**src/lcsd_pkg.sv**
```systemverilog
// ----------------------------------------------------------------------------
// lcsd_pkg
// Types, codes and the control program shared by the lag-correlation detector.
// ----------------------------------------------------------------------------
package lcsd_pkg;

  localparam int SAMPLE_BITS = 16;
  localparam int LAG_DEFAULT = 6;
  localparam int RATIO_W     = 16;
  localparam int THR_W       = 33;
  localparam int COUNT_W     = 16;
  localparam int Q_SHIFT     = 12;
  // energy is split into two chunks of this width for the ratio products
  localparam int CHUNK_W     = 18;

  // configuration port
  localparam int CFG_IDX_W  = 2;
  localparam int CFG_DATA_W = THR_W;
  localparam logic [CFG_IDX_W-1:0] CFG_ENERGY_THR  = 2'd0;
  localparam logic [CFG_IDX_W-1:0] CFG_UPPER_RATIO = 2'd1;
  localparam logic [CFG_IDX_W-1:0] CFG_LOWER_RATIO = 2'd2;
  localparam logic [CFG_IDX_W-1:0] CFG_RUN_LIMIT   = 2'd3;

  localparam logic signed [RATIO_W-1:0] UPPER_RESET = 16'sd4096;
  localparam logic signed [RATIO_W-1:0] LOWER_RESET = 16'sd0;
  localparam logic [COUNT_W-1:0]        LIMIT_RESET = 16'd1;
  localparam logic [COUNT_W-1:0]        COUNT_MAX   = 16'hFFFF;

  localparam logic OP_SAMPLE = 1'b0;
  localparam logic OP_CLEAR  = 1'b1;

  localparam logic [1:0] VERDICT_NONE      = 2'd0;
  localparam logic [1:0] VERDICT_DETECTED  = 2'd1;
  localparam logic [1:0] VERDICT_UNDECIDED = 2'd2;

  typedef struct packed {
    logic                          opcode;
    logic signed [SAMPLE_BITS-1:0] sample;
  } req_t;

  typedef struct packed {
    logic [1:0]         verdict;
    logic [COUNT_W-1:0] run_count;
  } rsp_t;

  // multiplier operand selects
  localparam logic [1:0] A_HIST  = 2'd0;
  localparam logic [1:0] A_UPPER = 2'd1;
  localparam logic [1:0] A_LOWER = 2'd2;

  localparam logic [1:0] B_HIST = 2'd0;
  localparam logic [1:0] B_LAG  = 2'd1;
  localparam logic [1:0] B_ELO  = 2'd2;
  localparam logic [1:0] B_EHI  = 2'd3;

  // accumulator operations
  localparam logic [2:0] ACC_NONE     = 3'd0;
  localparam logic [2:0] ACC_CORR     = 3'd1;
  localparam logic [2:0] ACC_ENERGY   = 3'd2;
  localparam logic [2:0] ACC_T_LOAD   = 3'd3;
  localparam logic [2:0] ACC_T_ADD_HI = 3'd4;

  // flag captures
  localparam logic [1:0] CMP_NONE  = 2'd0;
  localparam logic [1:0] CMP_THR   = 2'd1;
  localparam logic [1:0] CMP_ABOVE = 2'd2;
  localparam logic [1:0] CMP_BELOW = 2'd3;

  localparam int UPC_W = 4;
  localparam logic [UPC_W-1:0] UPC_MAC_E     = 4'd0;
  localparam logic [UPC_W-1:0] UPC_MAC_C     = 4'd1;
  localparam logic [UPC_W-1:0] UPC_CORR_LAST = 4'd2;
  localparam logic [UPC_W-1:0] UPC_UP_LO     = 4'd3;
  localparam logic [UPC_W-1:0] UPC_UP_HI     = 4'd4;
  localparam logic [UPC_W-1:0] UPC_UP_SUM    = 4'd5;
  localparam logic [UPC_W-1:0] UPC_UP_CMP    = 4'd6;
  localparam logic [UPC_W-1:0] UPC_LO_HI     = 4'd7;
  localparam logic [UPC_W-1:0] UPC_LO_SUM    = 4'd8;
  localparam logic [UPC_W-1:0] UPC_LO_CMP    = 4'd9;
  localparam logic [UPC_W-1:0] UPC_DECIDE    = 4'd10;

  typedef struct packed {
    logic [1:0]       a_sel;
    logic [1:0]       b_sel;
    logic             mul_en;
    logic [2:0]       acc_op;
    logic [1:0]       cmp_op;
    logic             rotate;
    logic             loop;
    logic [UPC_W-1:0] target;
    logic             last;
  } uctl_t;

  // control store
  function automatic uctl_t ucode(input logic [UPC_W-1:0] upc);
    uctl_t w;
    w = '0;
    unique case (upc)
      UPC_MAC_E: begin
        w.a_sel  = A_HIST;
        w.b_sel  = B_HIST;
        w.mul_en = 1'b1;
        w.acc_op = ACC_CORR;
      end
      UPC_MAC_C: begin
        w.a_sel  = A_HIST;
        w.b_sel  = B_LAG;
        w.mul_en = 1'b1;
        w.acc_op = ACC_ENERGY;
        w.rotate = 1'b1;
        w.loop   = 1'b1;
        w.target = UPC_MAC_E;
      end
      UPC_CORR_LAST: begin
        w.acc_op = ACC_CORR;
        w.cmp_op = CMP_THR;
      end
      UPC_UP_LO: begin
        w.a_sel  = A_UPPER;
        w.b_sel  = B_ELO;
        w.mul_en = 1'b1;
      end
      UPC_UP_HI: begin
        w.a_sel  = A_UPPER;
        w.b_sel  = B_EHI;
        w.mul_en = 1'b1;
        w.acc_op = ACC_T_LOAD;
      end
      UPC_UP_SUM: begin
        w.acc_op = ACC_T_ADD_HI;
      end
      UPC_UP_CMP: begin
        w.cmp_op = CMP_ABOVE;
        w.a_sel  = A_LOWER;
        w.b_sel  = B_ELO;
        w.mul_en = 1'b1;
      end
      UPC_LO_HI: begin
        w.a_sel  = A_LOWER;
        w.b_sel  = B_EHI;
        w.mul_en = 1'b1;
        w.acc_op = ACC_T_LOAD;
      end
      UPC_LO_SUM: begin
        w.acc_op = ACC_T_ADD_HI;
      end
      UPC_LO_CMP: begin
        w.cmp_op = CMP_BELOW;
      end
      UPC_DECIDE: begin
        w.last = 1'b1;
      end
      default: begin
        w.last = 1'b1;
      end
    endcase
    return w;
  endfunction

endpackage

```
**src/lag_correlation_sd_detector.sv**
```systemverilog
// ----------------------------------------------------------------------------
// lag_correlation_sd_detector
// Lag-correlation signal detector run by a microcoded sequencer over a single
// shared multiplier, with a saturating run counter and a registered result.
// ----------------------------------------------------------------------------
//  channel  direction  handshake            payload
//  req      in         req_valid/req_stall  req_data  (opcode, sample)
//  rsp      out        rsp_valid/rsp_stall  rsp_data  (verdict, run_count)
//  cfg      in         cfg_valid/cfg_ready  cfg_index, cfg_data
//
//  a sample request runs two steps per lag tap through the one multiplier, then
//  nine steps for the threshold products and the decision; a clear runs only
//  the decision step.
//  rst is synchronous: history, run counter and registers return to defaults.
//  req_stall is high while a request is in work; a stalled result holds the
//  decision step until rsp takes it.
// ----------------------------------------------------------------------------
module lag_correlation_sd_detector
  import lcsd_pkg::*;
#(
  parameter int LAG = LAG_DEFAULT
) (
  input  logic                  clk,
  input  logic                  rst,
  input  logic                  req_valid,
  output logic                  req_stall,
  input  req_t                  req_data,
  output logic                  rsp_valid,
  input  logic                  rsp_stall,
  output rsp_t                  rsp_data,
  input  logic                  cfg_valid,
  output logic                  cfg_ready,
  input  logic [CFG_IDX_W-1:0]  cfg_index,
  input  logic [CFG_DATA_W-1:0] cfg_data
);

  localparam int DEPTH = 2 * LAG;
  localparam int EW    = 2 * SAMPLE_BITS - 2 + $clog2(LAG + 1);
  localparam int CW    = EW + 1;
  localparam int EPW   = 2 * CHUNK_W;
  localparam int AW    = RATIO_W;
  localparam int BW    = CHUNK_W + 1;
  localparam int PW    = AW + BW;
  localparam int TW    = RATIO_W + EPW;
  localparam int XW    = (EW > THR_W) ? EW : THR_W;
  localparam int LCW   = (LAG > 1) ? $clog2(LAG) : 1;

  // configuration registers
  logic [THR_W-1:0]          energy_threshold;
  logic signed [RATIO_W-1:0] upper_ratio;
  logic signed [RATIO_W-1:0] lower_ratio;
  logic [COUNT_W-1:0]        run_limit;

  // sequencer
  logic             busy;
  logic [UPC_W-1:0] upc;
  logic [UPC_W-1:0] upc_next;
  logic [LCW-1:0]   tap;
  logic             clr;
  uctl_t            uw;
  logic             loop_taken;

  // datapath
  logic signed [SAMPLE_BITS-1:0] hist [DEPTH];
  logic signed [AW-1:0]          a_op;
  logic signed [BW-1:0]          b_op;
  logic signed [PW-1:0]          prod;
  logic [EW-1:0]                 energy;
  logic [EPW-1:0]                energy_ext;
  logic signed [CW-1:0]          corr;
  logic signed [TW-1:0]          t;
  logic signed [TW-1:0]          corr_scaled;
  logic                          low_e;
  logic                          above;
  logic                          below;

  logic [COUNT_W-1:0] run_counter;
  logic [COUNT_W-1:0] run_counter_next;
  logic [COUNT_W-1:0] count_inc;
  logic [1:0]         verdict_next;

  logic req_take;
  logic emit;

  assign cfg_ready = 1'b1;
  assign req_stall = busy;
  assign req_take  = req_valid && !busy;

  assign uw         = ucode(upc);
  assign loop_taken = uw.loop && (tap != LCW'(LAG - 1));
  assign upc_next   = loop_taken ? uw.target : upc + 1'b1;
  assign emit       = busy && uw.last && (!rsp_valid || !rsp_stall);

  assign energy_ext  = EPW'(energy);
  assign corr_scaled = TW'(corr) <<< Q_SHIFT;

  always_comb begin
    unique case (uw.a_sel)
      A_UPPER: a_op = upper_ratio;
      A_LOWER: a_op = lower_ratio;
      default: a_op = AW'(hist[0]);
    endcase
    unique case (uw.b_sel)
      B_HIST:  b_op = BW'(hist[0]);
      B_LAG:   b_op = BW'(hist[LAG]);
      B_ELO:   b_op = $signed({1'b0, energy_ext[CHUNK_W-1:0]});
      default: b_op = $signed({1'b0, energy_ext[EPW-1:CHUNK_W]});
    endcase
  end

  always_comb begin
    count_inc = (run_counter == COUNT_MAX) ? run_counter : run_counter + 1'b1;
    priority if (clr || low_e) begin
      run_counter_next = '0;
      verdict_next     = VERDICT_NONE;
    end else if (above) begin
      run_counter_next = count_inc;
      verdict_next     = (count_inc < run_limit) ? VERDICT_NONE : VERDICT_DETECTED;
    end else if (below) begin
      run_counter_next = run_counter;
      verdict_next     = VERDICT_UNDECIDED;
    end else begin
      run_counter_next = '0;
      verdict_next     = VERDICT_NONE;
    end
  end

  // configuration
  always_ff @(posedge clk) begin
    if (rst) begin
      energy_threshold <= '0;
      upper_ratio      <= UPPER_RESET;
      lower_ratio      <= LOWER_RESET;
      run_limit        <= LIMIT_RESET;
    end else if (cfg_valid && cfg_ready) begin
      unique case (cfg_index)
        CFG_ENERGY_THR:  energy_threshold <= cfg_data;
        CFG_UPPER_RATIO: upper_ratio      <= $signed(cfg_data[RATIO_W-1:0]);
        CFG_LOWER_RATIO: lower_ratio      <= $signed(cfg_data[RATIO_W-1:0]);
        CFG_RUN_LIMIT:   run_limit        <= cfg_data[COUNT_W-1:0];
      endcase
    end
  end

  // sequencer and control state
  always_ff @(posedge clk) begin
    if (rst) begin
      busy        <= 1'b0;
      upc         <= UPC_MAC_E;
      tap         <= '0;
      clr         <= 1'b0;
      run_counter <= '0;
      rsp_valid   <= 1'b0;
    end else begin
      if (emit) begin
        rsp_valid <= 1'b1;
      end else if (rsp_valid && !rsp_stall) begin
        rsp_valid <= 1'b0;
      end
      if (req_take) begin
        busy <= 1'b1;
        tap  <= '0;
        clr  <= (req_data.opcode == OP_CLEAR);
        upc  <= (req_data.opcode == OP_CLEAR) ? UPC_DECIDE : UPC_MAC_E;
      end else if (busy) begin
        if (uw.last) begin
          if (emit) begin
            busy        <= 1'b0;
            run_counter <= run_counter_next;
          end
        end else begin
          upc <= upc_next;
          if (uw.loop) begin
            tap <= loop_taken ? tap + 1'b1 : '0;
          end
        end
      end
    end
  end

  // sample history: shift in on a sample request, zero on a clear, rotate each half during the taps
  always_ff @(posedge clk) begin
    if (rst) begin
      for (int i = 0; i < DEPTH; i++) begin
        hist[i] <= '0;
      end
    end else if (req_take) begin
      if (req_data.opcode == OP_CLEAR) begin
        for (int i = 0; i < DEPTH; i++) begin
          hist[i] <= '0;
        end
      end else begin
        hist[0] <= req_data.sample[SAMPLE_BITS-1:0];
        for (int i = 1; i < DEPTH; i++) begin
          hist[i] <= hist[i-1];
        end
      end
    end else if (busy && uw.rotate) begin
      for (int i = 0; i < LAG - 1; i++) begin
        hist[i]       <= hist[i+1];
        hist[LAG + i] <= hist[LAG + i + 1];
      end
      hist[LAG-1]   <= hist[0];
      hist[DEPTH-1] <= hist[LAG];
    end
  end

  // datapath registers
  always_ff @(posedge clk) begin
    if (req_take) begin
      prod   <= '0;
      energy <= '0;
      corr   <= '0;
    end else if (busy) begin
      if (uw.mul_en) begin
        prod <= PW'(a_op) * PW'(b_op);
      end
      unique case (uw.acc_op)
        ACC_CORR:     corr   <= corr + CW'(prod);
        ACC_ENERGY:   energy <= energy + EW'(prod);
        ACC_T_LOAD:   t      <= TW'(prod);
        ACC_T_ADD_HI: t      <= t + (TW'(prod) <<< CHUNK_W);
        default: ;
      endcase
      unique case (uw.cmp_op)
        CMP_THR:   low_e <= XW'(energy_threshold) > XW'(energy);
        // zero energy counts as above the upper ratio
        CMP_ABOVE: above <= (corr_scaled > t) || (energy == '0);
        CMP_BELOW: below <= corr_scaled < t;
        default: ;
      endcase
    end
  end

  always_ff @(posedge clk) begin
    if (emit) begin
      rsp_data.verdict   <= verdict_next;
      rsp_data.run_count <= run_counter_next;
    end
  end

  a_take_busy: assert property (@(posedge clk) disable iff (rst)
    req_take |=> busy)
    else $error("request accepted but sequencer not busy");

  a_upc_range: assert property (@(posedge clk) disable iff (rst)
    busy |-> (upc <= UPC_DECIDE))
    else $error("microcode address outside the program");

  a_detect_limit: assert property (@(posedge clk) disable iff (rst)
    (rsp_valid && rsp_data.verdict == VERDICT_DETECTED) |->
      (rsp_data.run_count >= run_limit && rsp_data.run_count != '0))
    else $error("detected reported below the run limit");

  a_verdict_code: assert property (@(posedge clk) disable iff (rst)
    rsp_valid |-> (rsp_data.verdict != 2'd3))
    else $error("illegal verdict code");

  a_clear_result: assert property (@(posedge clk) disable iff (rst)
    (emit && clr) |=> (rsp_data.run_count == '0 && run_counter == '0))
    else $error("clear left a nonzero run count");

endmodule

```
**config.mk**
```make
export PLATFORM = sky130hd
export DESIGN_NAME = lag_correlation_sd_detector
export DESIGN_NICKNAME = d
export VERILOG_FILES = /design/src/lcsd_pkg.sv /design/src/lag_correlation_sd_detector.sv
export SDC_FILE = /design/constraint.sdc
export NUM_CORES = 2
export LEC_CHECK = 0
export BUFFER_PORTS_ARGS = -buffer_cell sky130_fd_sc_hd__clkbuf_2
export CELL_PAD_IN_SITES_DETAIL_PLACEMENT = 1
export CELL_PAD_IN_SITES_GLOBAL_PLACEMENT = 1
export CORE_UTILIZATION = 55
export CTS_CLUSTER_DIAMETER = 60
export DETAILED_ROUTE_END_ITERATION = 6
export GPL_TIMING_DRIVEN = 0
export PLACE_DENSITY = 0.89
export SLEW_MARGIN = 15
export SYNTH_ARGS = -nofsm -noshare
export SYNTH_HDL_FRONTEND = slang
export SYNTH_SLANG_ARGS = --single-unit
```
**constraint.sdc**
```tcl
create_clock -name clk -period 16.8 [get_ports clk]
set_input_delay 2.52 -clock clk [delete_from_list [all_inputs] [get_ports clk]]
set_output_delay 2.52 -clock clk [all_outputs]
set_load 0.1 [all_outputs]
```
**Word-level counts from Yosys, hierarchy flattened**

Memories as Yosys holds them, arrays and structs flattened.
Index checks and enable logic that the tools add are counted.

- Bits of input ports: 57
- Memories: 1
- Output and inout port bits: 21
- Bits in writable memories: 192
- Register bits after elaboration: 282

Memories:

| memory | depth | width | read ports | clocked after Yosys merged registers in | write ports | line | source |
|---|---|---|---|---|---|---|---|
| hist | 12 | 16 | 12 | 0 | 12 | lag_correlation_sd_detector.sv:64 | `logic signed [SAMPLE_BITS-1:0] hist [DEPTH];` |

- Bitwise operators: 38
- Multipliers: 1
- Eq/ne operators: 25
- Magnitude comparators: 4
- Reduce and logical (&&, ||, !) cells: 39
- Multiplexer cells: 77
- Add/sub/neg operators: 6

Operators with widths:

| operator | number |
|---|---|
| 2-to-1 mux 16 bit | 40 |
| case mux 52 bit (2 select lines) | 1 |
| case mux 19 bit (3 select lines) | 1 |
| adder 52 bit | 1 |
| > comparator 46 x 52 -> 1 bit | 1 |
| < comparator 46 x 52 -> 1 bit | 1 |
| OR 1 bit | 36 |
| multiplier 16 x 19 -> 35 bit | 1 |
| adder 34 bit | 1 |
| adder 33 bit | 1 |
| > comparator 33 bit | 1 |
| zero test 33 bit | 1 |
| case mux 16 bit (2 select lines) | 1 |
| case mux 5 bit (6 select lines) | 1 |
| 2-to-1 mux 1 bit | 22 |
| 2-to-1 mux 4 bit | 5 |
| adder 16 x 1 -> 16 bit, second input constant | 1 |
| == test 16 bit, second input constant | 1 |
| == test 4 x 3 -> 1 bit, second input constant | 4 |
| < comparator 16 bit | 1 |
| AND reduction 2 bit | 8 |
| AND reduction 3 bit | 5 |
| == test 2 bit, second input constant | 6 |
| case mux 3 bit (4 select lines) | 1 |
| other kinds (24) | 48 |

**Logic depth before layout (Yosys ltp)**

- Word-level depth: 9
- Mapped depth: 38
- Mapped depth without buffers: 34

**Worst setup path after synthesis**

No wires, ideal clock.

- Path type: register to register
- Start point: register upc[0]
- End point: register prod[33]
- Arrival time: 8,109 ps
- Setup time: 127 ps
- Cell stages (with the launch flop): 33
- Path slack: 8,564 ps
- Buffers on the path: 3
- Cell sequence: dfxtp_1 inv_1 ha_1 o21ai_0 ha_1 clkbuf_1 clkbuf_1 a22oi_1 a21oi_1 clkbuf_1 nand2_1 fa_1 inv_1 fa_1 inv_1 fa_1 inv_1 fa_1 fa_1 inv_1 fa_1 inv_1 ha_1 a211oi_1 o21ai_1 a221oi_2 nor3b_2 a211oi_1 o41ai_2 a21oi_1 a21oi_1 xor2_1 o21ai_1

- Longest elaborated chain between the ends: 5

RTL lines:

| item | line | source |
|---|---|---|
| start: declaration | lag_correlation_sd_detector.sv:56 | `logic [UPC_W-1:0] upc;` |
| start signal: assignment | lag_correlation_sd_detector.sv:164 | `upc <= (req_data.opcode == OP_CLEAR) ? UPC_DECIDE : UPC_MAC_E;` |
| start signal: assignment | lag_correlation_sd_detector.sv:172 | `upc <= upc_next;` |
| == test 4 x 3 -> 1 bit (tied with other cells) | lcsd_pkg.sv:98 | `unique case (upc)` |
| case mux 5 bit (6 select lines) (*) | lcsd_pkg.sv:98 |  |
| == test 2 bit (tied with other cells) | lag_correlation_sd_detector.sv:103 | `unique case (uw.b_sel)` |
| case mux 19 bit (3 select lines) / case mux 16 bit (2 select lines) (equally long branches) | lag_correlation_sd_detector.sv:103, lag_correlation_sd_detector.sv:98 |  |
| multiplier 16 x 19 -> 35 bit | lag_correlation_sd_detector.sv:216 | `prod <= PW'(a_op) * PW'(b_op);` |
| end signal: assignment | lag_correlation_sd_detector.sv:216 |  |
| end: declaration | lag_correlation_sd_detector.sv:67 | `logic signed [PW-1:0] prod;` |

Mark *: on every way between the ends. The rest lies on a longest branch, timed or not.
A chain may end at the register's enable or synchronous reset.

**Final worst setup path**

Same ends and word-level chain as after synthesis.

==> metrics.txt <==
status finished clean; Area growth syn-to-layout 8.97%; Net Sw Frac 46.4%; Core Util, Final about three fifths; Final Cycle Share 65.0%; nets roughly 5000; Root Buffer clkbuf_16; FF/Latch Area ~12000 um2; slowest stage cell, crit path a21oi_1; worst IR drop on VDD ~0.14 mV; largest net degree at the start of global routing 58; Initial Util about 56%; grt ovf 0; Ys Warns 0; Die ar. 69500 um2; Int Power between 3 and 4 mW; fraction of registers with async set/reset 0%; RePlAce Congestion approximately 0.95; Hold WS between 0.4 and 0.5 ns; Final Max Slew Viols 0; first-pass GRT wire length 212 mm; layout cell share with drive strength beyond 1 5.33%; routed vias approximately 33000; crit end category register; HPWL after DPL slightly above 100 mm; Fmax achieved about 92 MHz; Relative slew margins between 8 and 9%; cts repair resizes 0; Rows between 90 and 100; Worst-Skew Late Latency roughly 0.67 ns; Mean Syn Cell Area a little over 9 um2; sequential share of the synthesized area about a third; H-Tree Depth 2; Cell Pwr Density around 150 nW/um2; cts bufs inserted 54; clk sinks approximately 470; Synth cell types 90; setup tns final 0 ns; Post-Route WL between 100 and 150 mm; vias per cell between 6 and 7; CTS tree done; Post-synth top flop edfxtp_1; most frequent CP cell fa_1; max incr delay on CP between 1 and 1.5 ns; clk_skew roughly 0.035 ns; RSZ-0062 raised after global routing no; synthesized area ~38000 um2; clock group share of total power 19.4%; I/O Pins 78; clk buf depth 3; final setup vio count 0; NetSw around 2.8 mW; Yosys reg bits approximately 470; post-CTS setup buffers 0; logic gate share of total power 55.9%; Critical Path Start Type register; Seq pwr share 24.7%; hold buffer count at cts 0; Routed wire per std cell about 27 um; cells after synthesis between 4000 and 5000; antenna violations before repair 6; Final ANT Viol Nets 0; critical path class register to register; Reg clk slew, reported paths 0.07 ns; EDFF count, synth 265; Final Hold Vio Count 0; Pre-antenna DRT Iters 7; Horiz. Die Dim 264 um; Global Route Usage Sum between 40% and 50%; WP data required 17.32 ns; Hold Crit Class register to register; CP max FO 10; # fillers 7787; min cycle time layout ~11 ns; drc violations 0; initial DRC count approximately 3600; static leakage ~18 nW; area of the multi-input gates roughly 23000 um2; max-cap violation count 0; vias in the first global route 35638; syn nets between 4000 and 5000; die height between 200 and 300 um; core area about 68000 um2; Slew @ Worst Pin 1.37 ns; # port buffers 75; CP arrival roughly 11 ns
==> per-stage QoR <==
| stage | power [mW] | setup slack, ns | cells | area (um2) |
|---|---|---|---|---|
| finish | 6.13 | 5.88 | 5148 | 41000 |
| global route | 6.49 | 5.60 | 5147 | 41000 |
| CTS | 6.04 | 6.03 | 5146 | 41000 |
| detailed placement | 4.81 | 6.17 | 5046 | 39300 |
| global placement | 4.61 | 6.36 | 5035 | 39100 |
| floorplan | 3.77 | 8.56 | 4087 | 37700 |
==> worst paths after layout <==
kind	from	to	cells past startpoint	slack, ns
hold reg to reg	lower_ratio[3]	lower_ratio[3]	2	0.46
setup / recovery	upc[0]	prod[33]	29	5.88
hold / removal	lower_ratio[3]	lower_ratio[3]	2	0.46
setup reg to reg	upc[0]	prod[33]	29	5.88
==> flip-flops by register name, summed over array words and instances, names as in the netlist, 3 cells and up <==
signal,cells
run_limit,16
energy_threshold,33
prod,35
run_counter,16
upper_ratio,16
t,52
hist,192
tap,3
upc,4
corr,34
lower_ratio,16
energy,33
rsp_data,18
==> layout make-up <==
cell class	instances	area share, %
Clock inverter	25	0.421
Buffer	181	1.69
Multi-Input combinational cell	2957	56.2
Timing Repair Buffer	87	1.26
Inverter	475	4.34
Clock buffer	75	3.81
Antenna cell	1	0.00610
Tap cell	873	2.66
Sequential cell	474	29.6
==> cell families (layout without fill, tap and decap cells) <==
logic type      after synthesis  after routing  synth area share [%]
mux                           9              9                 0.249
buf+inv                     656            843                  6.57
flops                       474            474                  32.2
simple gates               1239           1239                  14.6
other cells                   1              2               0.00996
xor+xnor                    120            120                  2.79
compound gates              996            996                  17.7
fa+ha+maj                   592            592                  25.8
==> critical path, delay by kind of cell (launching register included) <==
kind,cells,cell delay (ns)
compound gates,11,3.86
xor+xnor,1,0.22
fa+ha+maj,9,4.39
buf+inv,6,1.03
flops,1,0.44
simple gates,2,0.81
==> power groups by stage <==
stage | Combinational (mW) | Clock [mW] | Sequential [mW]
floorplan | 2.31 | 0 | 1.46
global placement | 3.09 | 0 | 1.52
detailed placement | 3.29 | 0 | 1.52
CTS | 3.36 | 1.18 | 1.50
global route | 3.75 | 1.23 | 1.51
finish | 3.43 | 1.19 | 1.51
==> routing by layer <==
metal	share of wire (%)	track usage (%)
met1	37	48.4
met2	47	65.4
met3	9.7	9.54
met4	6.9	24.3
met5	0.045	0
==> synthesized netlist by cell type, types with 10 or more instances <==
cell	n	area (um2)
a211oi_1	32	240
a21o_1	95	713
a21oi_1	340	1700
a22o_1	209	1830
a22oi_1	21	158
a31oi_1	19	119
and2_1	35	219
and3_1	22	138
clkbuf_1	165	619
dfxtp_1	209	4180
edfxtp_1	265	7960
fa_1	307	6150
ha_1	285	3570
inv_1	474	1780
nand2_1	547	2050
nand2b_1	38	238
nand3_1	53	265
nand3b_1	10	75.1
nand4_1	31	194
nor2_1	345	1290
nor2b_1	34	213
nor3_1	41	205
nor3b_1	11	82.6
nor4_1	10	62.6
o21a_1	17	128
o21ai_0	118	591
o21ai_1	26	130
o21bai_1	11	82.6
o22a_1	14	123
o22ai_1	16	100
o31ai_1	10	75.1
or2_2	15	93.8
or3_1	17	106
xnor2_1	82	718
xor2_1	38	333
==> layout by cell type (no fill, tap or decap), types with 17 or more instances in the layout <==
cell type and instances:
a22o_1 209, nand2_1 547, a211oi_1 32, clkbuf_16 58
edfxtp_1 265, fa_1 307, a21oi_1 338, clkbuf_1 176
nand4_1 31, and3_1 22, xor2_1 38, nand2b_1 38
o21a_1 17, nor2b_1 34, and2_1 35, o21ai_0 115
a22oi_1 21, nor2_1 345, nor3_1 40, inv_1 474
nand3_1 53, a21o_1 94, dfxtp_1 209, a31oi_1 19
o21ai_1 28, xnor2_1 82, ha_1 285, clkbuf_2 77
No activity file was read; power rests on OpenSTA's default activity.
